--- src/hdl/bcp_pkg.sv ---
// Package for the bracket command parser: word types, characters, reply table.
package bcp_pkg;

  localparam int QUEUE_DEPTH = 4;
  localparam int PAYLOAD_DEPTH = 4;
  localparam int REPLY_LEN = 6;

  localparam logic [7:0] CH_LBRACK = 8'h5B;
  localparam logic [7:0] CH_RBRACK = 8'h5D;
  localparam logic [7:0] CH_V      = 8'h56;
  localparam logic [7:0] CH_2      = 8'h32;
  localparam logic [7:0] CH_A      = 8'h41;
  localparam logic [7:0] CH_U      = 8'h55;
  localparam logic [7:0] CH_T      = 8'h54;
  localparam logic [7:0] CH_0      = 8'h30;
  localparam logic [7:0] CH_1      = 8'h31;
  localparam logic [7:0] CH_C      = 8'h43;
  localparam logic [7:0] CH_O      = 8'h4F;
  localparam logic [7:0] CH_K      = 8'h4B;

  typedef enum logic [1:0] {
    REPLY_NONE,
    REPLY_C1,
    REPLY_C2
  } reply_t;

  typedef logic [2:0] char_idx_t;

  typedef struct packed {
    logic       func;
    logic [7:0] rx_byte;
    logic       tank1_level;
    logic       tank2_level;
    logic       main_tank_full;
  } in_t;

  typedef struct packed {
    logic       valve_on;
    logic       tx_valid;
    logic [7:0] tx_char;
    logic       last;
    logic [7:0] auto_mode;
  } out_t;

  typedef struct packed {
    logic       valve_on;
    logic [7:0] auto_mode;
    reply_t     reply;
  } job_t;

  function automatic logic [7:0] reply_char(reply_t r, char_idx_t idx);
    logic [7:0] c;
    case (idx)
      3'd0:    c = CH_LBRACK;
      3'd1:    c = CH_C;
      3'd2:    c = (r == REPLY_C1) ? CH_1 : CH_2;
      3'd3:    c = CH_O;
      3'd4:    c = CH_K;
      3'd5:    c = CH_RBRACK;
      default: c = 8'h00;
    endcase
    return c;
  endfunction

endpackage

--- src/hdl/bcp_front.sv ---
// Front end: frame parser, command decode, flag registers and valve rule.
module bcp_front (
  input  logic          clk,
  input  logic          rst,
  input  logic          in_valid,
  output logic          in_stall,
  input  bcp_pkg::in_t  in_word,
  input  logic          q_full,
  output logic          q_push,
  output bcp_pkg::job_t q_job
);

  logic                                    in_frame;
  logic [2:0]                              fill_count;
  logic [bcp_pkg::PAYLOAD_DEPTH-1:0][7:0] payload;
  logic [7:0]                              manual_flag;
  logic [7:0]                              auto_flag;

  logic                                    in_frame_next;
  logic [2:0]                              fill_count_next;
  logic [7:0]                              manual_flag_next;
  logic [7:0]                              auto_flag_next;
  logic                                    store;
  logic [7:0]                              digit;
  bcp_pkg::reply_t                         reply;
  logic                                    accept;

  assign in_stall = q_full;
  assign accept   = in_valid && !q_full;
  assign q_push   = accept;
  assign digit    = payload[3] - bcp_pkg::CH_0;

  always_comb begin
    in_frame_next    = in_frame;
    fill_count_next  = fill_count;
    manual_flag_next = manual_flag;
    auto_flag_next   = auto_flag;
    store            = 1'b0;
    reply            = bcp_pkg::REPLY_NONE;
    if (in_word.func) begin
      if (in_word.rx_byte == bcp_pkg::CH_LBRACK) begin
        fill_count_next = 3'd0;
        in_frame_next   = 1'b1;
      end else if (in_word.rx_byte == bcp_pkg::CH_RBRACK && in_frame) begin
        in_frame_next = 1'b0;
        if (payload[0] == bcp_pkg::CH_V && payload[1] == bcp_pkg::CH_2 &&
            payload[2] == bcp_pkg::CH_V) begin
          manual_flag_next = digit;
          reply            = bcp_pkg::REPLY_C1;
        end else if (payload[0] == bcp_pkg::CH_A && payload[1] == bcp_pkg::CH_U &&
                     payload[2] == bcp_pkg::CH_T) begin
          auto_flag_next = digit;
          reply          = bcp_pkg::REPLY_C2;
        end
      end else if (in_frame && !fill_count[2]) begin
        store           = 1'b1;
        fill_count_next = fill_count + 3'd1;
      end
    end
  end

  always_comb begin
    q_job.reply     = reply;
    q_job.auto_mode = auto_flag_next;
    if (auto_flag_next == 8'd1) begin
      q_job.valve_on = (!in_word.tank1_level || !in_word.tank2_level) &&
                       !in_word.main_tank_full;
    end else begin
      q_job.valve_on = !in_word.main_tank_full && (manual_flag_next == 8'd1);
    end
  end

  always_ff @(posedge clk) begin
    if (rst) begin
      in_frame    <= 1'b0;
      fill_count  <= 3'd0;
      payload     <= '0;
      manual_flag <= 8'd0;
      auto_flag   <= 8'd0;
    end else if (accept) begin
      in_frame    <= in_frame_next;
      fill_count  <= fill_count_next;
      manual_flag <= manual_flag_next;
      auto_flag   <= auto_flag_next;
      if (store) begin
        payload[fill_count[1:0]] <= in_word.rx_byte;
      end
    end
  end

endmodule

--- src/hdl/bcp_queue.sv ---
// Short job queue between front end and reply sequencer.
module bcp_queue #(
  parameter int DEPTH = bcp_pkg::QUEUE_DEPTH
) (
  input  logic          clk,
  input  logic          rst,
  input  logic          push,
  input  bcp_pkg::job_t push_job,
  output logic          full,
  input  logic          pop,
  output logic          head_valid,
  output bcp_pkg::job_t head_job
);

  localparam int PW = (DEPTH > 1) ? $clog2(DEPTH) : 1;
  localparam int CW = $clog2(DEPTH + 1);

  bcp_pkg::job_t        mem [DEPTH];
  logic [PW-1:0]        wr_ptr;
  logic [PW-1:0]        rd_ptr;
  logic [CW-1:0]        count;
  logic                 do_push;
  logic                 do_pop;

  assign full       = (count == CW'(DEPTH));
  assign head_valid = (count != '0);
  assign head_job   = mem[rd_ptr];
  assign do_push    = push && !full;
  assign do_pop     = pop && head_valid;

  always_ff @(posedge clk) begin
    if (do_push) begin
      mem[wr_ptr] <= push_job;
    end
  end

  always_ff @(posedge clk) begin
    if (rst) begin
      wr_ptr <= '0;
      rd_ptr <= '0;
      count  <= '0;
    end else begin
      if (do_push) begin
        wr_ptr <= (wr_ptr == PW'(DEPTH - 1)) ? '0 : wr_ptr + PW'(1);
      end
      if (do_pop) begin
        rd_ptr <= (rd_ptr == PW'(DEPTH - 1)) ? '0 : rd_ptr + PW'(1);
      end
      if (do_push && !do_pop) begin
        count <= count + CW'(1);
      end else if (!do_push && do_pop) begin
        count <= count - CW'(1);
      end
    end
  end

endmodule

--- src/hdl/bcp_back.sv ---
// Back end: expands each job into one status word or a six-word reply.
module bcp_back (
  input  logic          clk,
  input  logic          rst,
  input  logic          q_valid,
  input  bcp_pkg::job_t q_job,
  output logic          q_pop,
  output logic          out_valid,
  input  logic          out_stall,
  output bcp_pkg::out_t out_word
);

  bcp_pkg::char_idx_t idx;
  bcp_pkg::char_idx_t idx_next;
  bcp_pkg::out_t      word;
  logic               load;
  logic               is_last;
  logic               has_reply;

  assign load      = !out_valid || !out_stall;
  assign has_reply = (q_job.reply != bcp_pkg::REPLY_NONE);
  assign is_last   = !has_reply || (idx == 3'(bcp_pkg::REPLY_LEN - 1));
  assign q_pop     = load && q_valid && is_last;

  always_comb begin
    word.valve_on  = q_job.valve_on;
    word.auto_mode = q_job.auto_mode;
    word.tx_valid  = has_reply;
    word.tx_char   = has_reply ? bcp_pkg::reply_char(q_job.reply, idx) : 8'h00;
    word.last      = is_last;
    idx_next       = idx;
    if (load && q_valid) begin
      idx_next = is_last ? 3'd0 : idx + 3'd1;
    end
  end

  always_ff @(posedge clk) begin
    if (rst) begin
      out_valid <= 1'b0;
      idx       <= 3'd0;
    end else begin
      idx <= idx_next;
      if (load) begin
        out_valid <= q_valid;
      end
    end
  end

  always_ff @(posedge clk) begin
    if (load && q_valid) begin
      out_word <= word;
    end
  end

endmodule

--- src/hdl/bracket_command_parser_valve_control.sv ---
// Top level: bracket command parser with transfer-valve control.
// The first result word passes through the job queue and then the output register.
// Throughput: one input word per cycle while the job queue is not full; a reply gives one output word per byte.
// The job queue (QUEUE_DEPTH entries) absorbs input while replies drain.
// Reset clears the frame state, payload bytes, both flags, the queue and the output valid flag.
module bracket_command_parser_valve_control #(
  parameter int QUEUE_DEPTH = bcp_pkg::QUEUE_DEPTH
) (
  input  logic          clk,
  input  logic          rst,
  input  logic          in_valid,
  output logic          in_stall,
  input  bcp_pkg::in_t  in_word,
  output logic          out_valid,
  input  logic          out_stall,
  output bcp_pkg::out_t out_word
);

  logic          q_full;
  logic          q_push;
  bcp_pkg::job_t q_in_job;
  logic          q_pop;
  logic          q_valid;
  bcp_pkg::job_t q_head_job;

  bcp_front u_front (
    .clk      (clk),
    .rst      (rst),
    .in_valid (in_valid),
    .in_stall (in_stall),
    .in_word  (in_word),
    .q_full   (q_full),
    .q_push   (q_push),
    .q_job    (q_in_job)
  );

  bcp_queue #(
    .DEPTH (QUEUE_DEPTH)
  ) u_queue (
    .clk        (clk),
    .rst        (rst),
    .push       (q_push),
    .push_job   (q_in_job),
    .full       (q_full),
    .pop        (q_pop),
    .head_valid (q_valid),
    .head_job   (q_head_job)
  );

  bcp_back u_back (
    .clk       (clk),
    .rst       (rst),
    .q_valid   (q_valid),
    .q_job     (q_head_job),
    .q_pop     (q_pop),
    .out_valid (out_valid),
    .out_stall (out_stall),
    .out_word  (out_word)
  );

endmodule
--- config.mk ---
export PLATFORM = sky130hd
export DESIGN_NAME = bracket_command_parser_valve_control
export DESIGN_NICKNAME = d
export VERILOG_FILES = /design/src/hdl/bcp_pkg.sv /design/src/hdl/bcp_front.sv /design/src/hdl/bcp_queue.sv /design/src/hdl/bcp_back.sv /design/src/hdl/bracket_command_parser_valve_control.sv
export SDC_FILE = /design/constraint.sdc
export NUM_CORES = 1
export LEC_CHECK = 0
export BUFFER_PORTS_ARGS = -buffer_cell sky130_fd_sc_hd__buf_2
export CORE_ASPECT_RATIO = 0.75
export CORE_UTILIZATION = 54
export DETAILED_ROUTE_END_ITERATION = 8
export GPL_ROUTABILITY_DRIVEN = 0
export PLACE_DENSITY = 0.72
export SYNTH_ARGS = -nofsm -noshare
export SYNTH_HDL_FRONTEND = slang
export SYNTH_SLANG_ARGS = --single-unit
--- constraint.sdc ---
create_clock -name clk -period 3.3 [get_ports clk]
set_input_delay 0.33 -clock clk [delete_from_list [all_inputs] [get_ports clk]]
set_output_delay 0.33 -clock clk [all_outputs]
set_load 0.05 [all_outputs]
## After elaboration in Yosys (flattened, before gate mapping)

Memory sizes are Yosys's and may differ from the RTL's. A register that Yosys moved wholly into a read port is not among the register bits.
Index checks and enable logic that the tools add are counted.

| word-level totals | value |
|---|---|
| input bits | 16 |
| logic and storage cells | 124 |
| memories kept | 1 |
| bits in latches | 0 |
| bits in registers | 82 |
| RAM bits | 44 |
| output and inout port bits | 21 |
| memory bits (read-only) | 0 |

Memories:

| name | words | width | rd ports | clocked after memory_dff | wr ports | RTL line | RTL |
|---|---|---|---|---|---|---|---|
| u_queue.mem | 4 | 11 | 1 | 1 | 1 | bcp_queue.sv:18 | `bcp_pkg::job_t mem [DEPTH];` |

| operators by class | value |
|---|---|
| shift-type cells | 0 |
| $add $sub $neg | 7 |
| equality and inequality tests | 20 |
| $lt $le $gt $ge | 2 |
| reductions and logical operators | 38 |
| divide/modulo/power cells | 0 |
| muxes and demuxes | 38 |
| bitwise logic cells | 0 |
| multipliers | 0 |

Operators with widths:

| operator | count |
|---|---|
| $mux 8 | 10 |
| $eq 8x7->1 const B | 7 |
| $pmux 8 s6 | 1 |
| $bwmux 32 | 1 |
| $mux 2 | 10 |
| $mux 3 | 6 |
| $demux 8 s2 | 1 |
| $eq 8x1->1 const B | 2 |
| $logic_and 1x1->1 | 16 |
| $logic_not 1->1 | 10 |
| $add 3x1->3 const B | 3 |
| $eq 3x3->1 const B | 3 |
| $mux 1 | 9 |
| $eq 8x6->1 const B | 1 |
| $reduce_bool 2->1 | 4 |
| $sub 8x6->8 const B | 1 |
| $eq 3x2->1 const B | 2 |
| $add 2x1->2 const B | 2 |
| $eq 2x2->1 const B | 2 |
| $reduce_and 4->1 | 1 |
| $eq 3x1->1 const B | 1 |
| $logic_not 3->1 | 1 |
| $logic_or 1x1->1 | 3 |
| $lt 2x3->1 const B | 1 |
| 7 further kinds | 7 |

## Longest topological paths before layout

| depth | value |
|---|---|
| word-level depth | 10 |
| mapped depth | 13 |
| gate-level depth less buffers | 12 |

## Hierarchy

A second synthesis with hierarchy kept.

| unflattened totals | value |
|---|---|
| cell total of the unflattened synthesis | 424 |
| area total of the unflattened synthesis | 5507.8 um2 |

Modules (own cells, without submodules):

| module | seq. area each (um2) | cells each | instances | area each (um2) |
|---|---|---|---|---|
| bcp_front | 1041.0 | 250 | 1 | 2532.4 |
| bcp_queue | 1501.4 | 107 | 1 | 2075.7 |
| bcp_back | 620.6 | 67 | 1 | 899.6 |

## Worst setup path before layout

Ideal clock, no wire load.

| timing path | value |
|---|---|
| kind | flip-flop to flip-flop |
| from | reg u_back.out_valid |
| to | reg u_queue.count[2] |
| path buffers | 1 |
| path slack | 0.196 ns |
| arrival time | 3.033 ns |
| data required time | 3.230 ns |
| cell stages (with the launch flop) | 11 |
| clock period less this slack | 3.104 ns |
| cells stage by stage | dfxtp_1 -> a21oi_1 -> and2_1 -> buf_2 -> inv_1 -> ha_1 -> inv_1 -> fa_1 -> xor2_1 -> or3_1 -> a21oi_1 |

| between the ends | value |
|---|---|
| longest elaborated chain between the ends | 8 |
| elaborated cells between the ends (all ways) | 10 |
| those cells by class | 1 x mux; 9 x reduce/logical |

Ends and longest elaborated chain:

| element | RTL line | RTL |
|---|---|---|
| from (decl) | bcp_back.sv:8 | `output logic out_valid,` |
| from (signal assigned) | bcp_back.sv:44 | `out_valid <= q_valid;` |
| $logic_not 1->1 (*) | bcp_back.sv:20 | `assign load = !out_valid \|\| !out_stall;` |
| $logic_or 1x1->1 (*) | bcp_back.sv:20 |  |
| $logic_and 1x1->1 (*) (2 in series) | bcp_back.sv:23 | `assign q_pop = load && q_valid && is_last;` |
| $logic_and 1x1->1 (*) | bcp_queue.sv:29 | `assign do_pop = pop && head_valid;` |
| $logic_not 1->1 | bcp_queue.sv:49 | `if (do_push && !do_pop) begin` |
| $logic_and 1x1->1 | bcp_queue.sv:49 |  |
| $mux 3 or $reduce_bool 2->1 (tied branches) | n/a |  |
| to (signal assigned) | bcp_queue.sv:50 | `count <= count + CW'(1);` |
| to (signal assigned) | bcp_queue.sv:52 | `count <= count - CW'(1);` |
| to (decl) | bcp_queue.sv:21 | `logic [CW-1:0] count;` |

Mark *: on every way between the ends. The rest lies on a longest branch, timed or not.
A chain may end at the register's enable or synchronous reset.

==> metrics.txt <==
Post-CTS Hold Fix Bufs=0; Slew HR=59.19%; Die Y=87.94 um; non-filler cells, final=648; Mean Syn Cell Area=11.36 um^2; Routed Antenna Nets=0; CTS buffer count=17; Critical Path Start Type=flip-flop; RSZ-0062 raised after global routing=no; Post-Syn Instances=468; Post-Synth Simple-Gate Area=17.72%; async set or reset register ratio after synthesis=0%; Antenna Cells=0; DRC viols=0; layout cells sized above 1=17.88%; status=complete, no violations; gr usage total=23.49%; CP required=3.64 ns; initial antenna violation count=0; number of vias per cell=5.600; clock tree buffer depth=2; Layout fillers=721; mux contribution to synthesized area=8.259%; num rows=30; Adder-Cell Fraction of Synth Area=4.141%; Hold Path Depth=3; Worst EP arrival=3.19 ns; Met3 Wirelength=542 um; Die Area=10,250 um^2; cell taking the most area after synthesis=edfxtp_1; crit path kind=flip-flop to flip-flop; drt first pass iters=5; Setup Skew=0.007336 ns; placed inst area=5607 um^2; cell area power density=836.1 nW/um^2; CP peak stage delay=0.61 ns; CP dominant cell by count=inv_1; largest family of logic cells by synthesized area=simple AND/OR/NAND/NOR gates; nets=540; vias in the first global route=3,518; dominant cells by area after synthesis=edfxtp_1, dfxtp_1, nand2_1; CTS tree=built; worst r2r path cells=10; Critical Path Fanout Max=7; hold crit path type=input pin to flip-flop; Setup violations, final=0; CTS root buffer=clkbuf_16; crit end category=flip-flop; design area=6215 um^2; placed insts=616; Area Overhead vs Synth=16.87%; setup_tns=0 ns; met1 WL=5029 um; post-synthesis register bit count=127; peak supply drop=0.4120 mV; slew of the pin with the lowest slew margin=0.6122 ns; CP max stage cell=mux4_2; wire length on met2=5081 um; Clock transition at path regs=0.06 ns; final setup margin=0.4589 ns; Post-synth EDFFs=62; vias=3,629; WL final=10,830 um; P_leak=2.327 nW; Reg2Reg Setup Slack=0.46 ns; post-DP HPWL=7234 um; Min Clock Period, post-route=2.841 ns; Post-Synth XOR/XNOR Area=0.9882%; Pins Over Slew Limit=0; initial core utilization=57.12%; max_cap viols=0; f_max=0.3520 GHz; Final Cycle Share=86.09%; top cell type's share of synthesized area=35.01%; core box area=9309 um^2; endpoints failing hold=0; hold_ws=0.1796 ns; clock sinks=127; die width=116.6 um; Port Buffers=35; worst-path cell chain=mux4_2 -> o21ai_1 -> and2_1 -> inv_1 -> ha_1 -> inv_1 -> fa_1 -> xor2_1 -> or3_1 -> a21oi_1; H-tree Lvls=4; initial drt markers=341; Cell variety after synth=51; Worst-Skew Late Latency=0.42 ns; R2R Path End=u_queue.count[2]; top metal layer carrying routed signals=met4; Synth Cell Area=5318 um^2; Overall Power=5.196 mW; leading cell types in the layout, fill and taps excluded=nand2_1, dfxtp_1, edfxtp_1; Most used DFF post-synth=dfxtp_1; WL per Instance=16.71 um; first-pass GRT wire length=17,530 um; hold path endpoint=u_back.out_valid; largest net degree at the start of global routing=35; hold_sp=out_stall; Setup Buffers After CTS=0; pre-CTS setup slack=0.4672 ns; I/O Pins=37; Synth Net Count=501; final core utilization=66.76%; post-synthesis compound-gate area fraction=6.518%; register area share after synthesis=59.48%; post_cts resized=0; GRT overflow=0; Synth Warn #=0; commonest non-fill, non-tap cell in the layout=nand2_1
[layout make-up]
cell class	instances	area, um^2	share of cell area [%]
clock buffer	19	432.9	6.966
inverter	14	52.55	0.8456
clock inverter	13	175.2	2.819
multi-input combinational	306	2011	32.35
timing repair buffer	41	220.2	3.543
sequential	127	3163	50.90
tap	128	160.2	2.577
[registers in the layout, summed over array words and instances (netlist names), named ones only]
| signal | count |
|---|---|
| u_back.idx | 3 |
| u_queue.rd_ptr | 2 |
| u_front.manual_flag | 8 |
| u_front.payload | 32 |
| u_front.fill_count | 3 |
| u_queue.count | 3 |
| u_front.in_frame | 1 |
| u_front.auto_flag | 8 |
| u_back.out_valid | 1 |
| u_queue.mem | 44 |
| u_queue.wr_ptr | 2 |
| u_back.out_word | 18 |
[Yosys cell counts, types with 2 or more instances]
library cell   n
nand2_1       72
dfxtp_1       65
edfxtp_1      62
a21oi_1       49
nand3_1       34
nor2_1        33
mux2i_1       18
ha_1          16
inv_1         14
clkbuf_1      11
mux4_2        11
o21ai_0        7
nor3_1         6
and3_1         5
nor4bb_1       5
buf_1          4
nor4b_1        4
and2_1         3
buf_2          3
nand3b_1       3
nor4_1         3
xnor2_1        3
xor2_1         3
buf_4          2
nand3_4        2
nand4b_1       2
nor2b_1        2
or2_0          2
or3_1          2
[critical path, delay by kind of cell, from the launching register on]
family | cells | cell delay [ns]
multiplexers | 1 | 0.61
AND/OR/NAND/NOR | 2 | 0.58
flip-flops | 1 | 0.58
adder cells (fa/ha/maj) | 2 | 0.39
AO/OA/AOI/OAI | 2 | 0.35
buffers and inverters | 2 | 0.18
XOR/XNOR | 1 | 0.07
[where the power goes]
part           internal [mW]  total [mW]  switching (mW)
sequential              1.95        2.05           0.106
combinational          0.363        1.24           0.874
clock                   1.20        1.90           0.702
[metal layers]
layer	track usage, %	vias up
met1	29.53	1744
met2	38.73	110
li1	-	1757
met5	0	-
met4	10.13	0
met3	6.090	18
[kinds of logic (layout without fill, tap and decap cells)]
family,Yosys count,count (layout)
xor+xnor,6,6
mux,30,30
buf+inv,35,87
fa+ha+maj,17,17
other cells,1,1
flops,127,127
compound gates,65,65
simple gates,187,187
[worst max path at each step]
stage                     startpoint                to  slack, ns  cells after the start
floorplan           u_back.out_valid  u_queue.count[2]       0.20                     10
global placement           flip-flop  u_queue.count[2]       0.60                     10
detailed placement         flip-flop  u_queue.count[2]       0.47                     10
CTS                        flip-flop  u_queue.count[2]       0.45                     10
global route               flip-flop  u_queue.count[2]       0.27                     10
finish                     flip-flop  u_queue.count[2]       0.46                     10
Power figures use the tool's default switching activity.
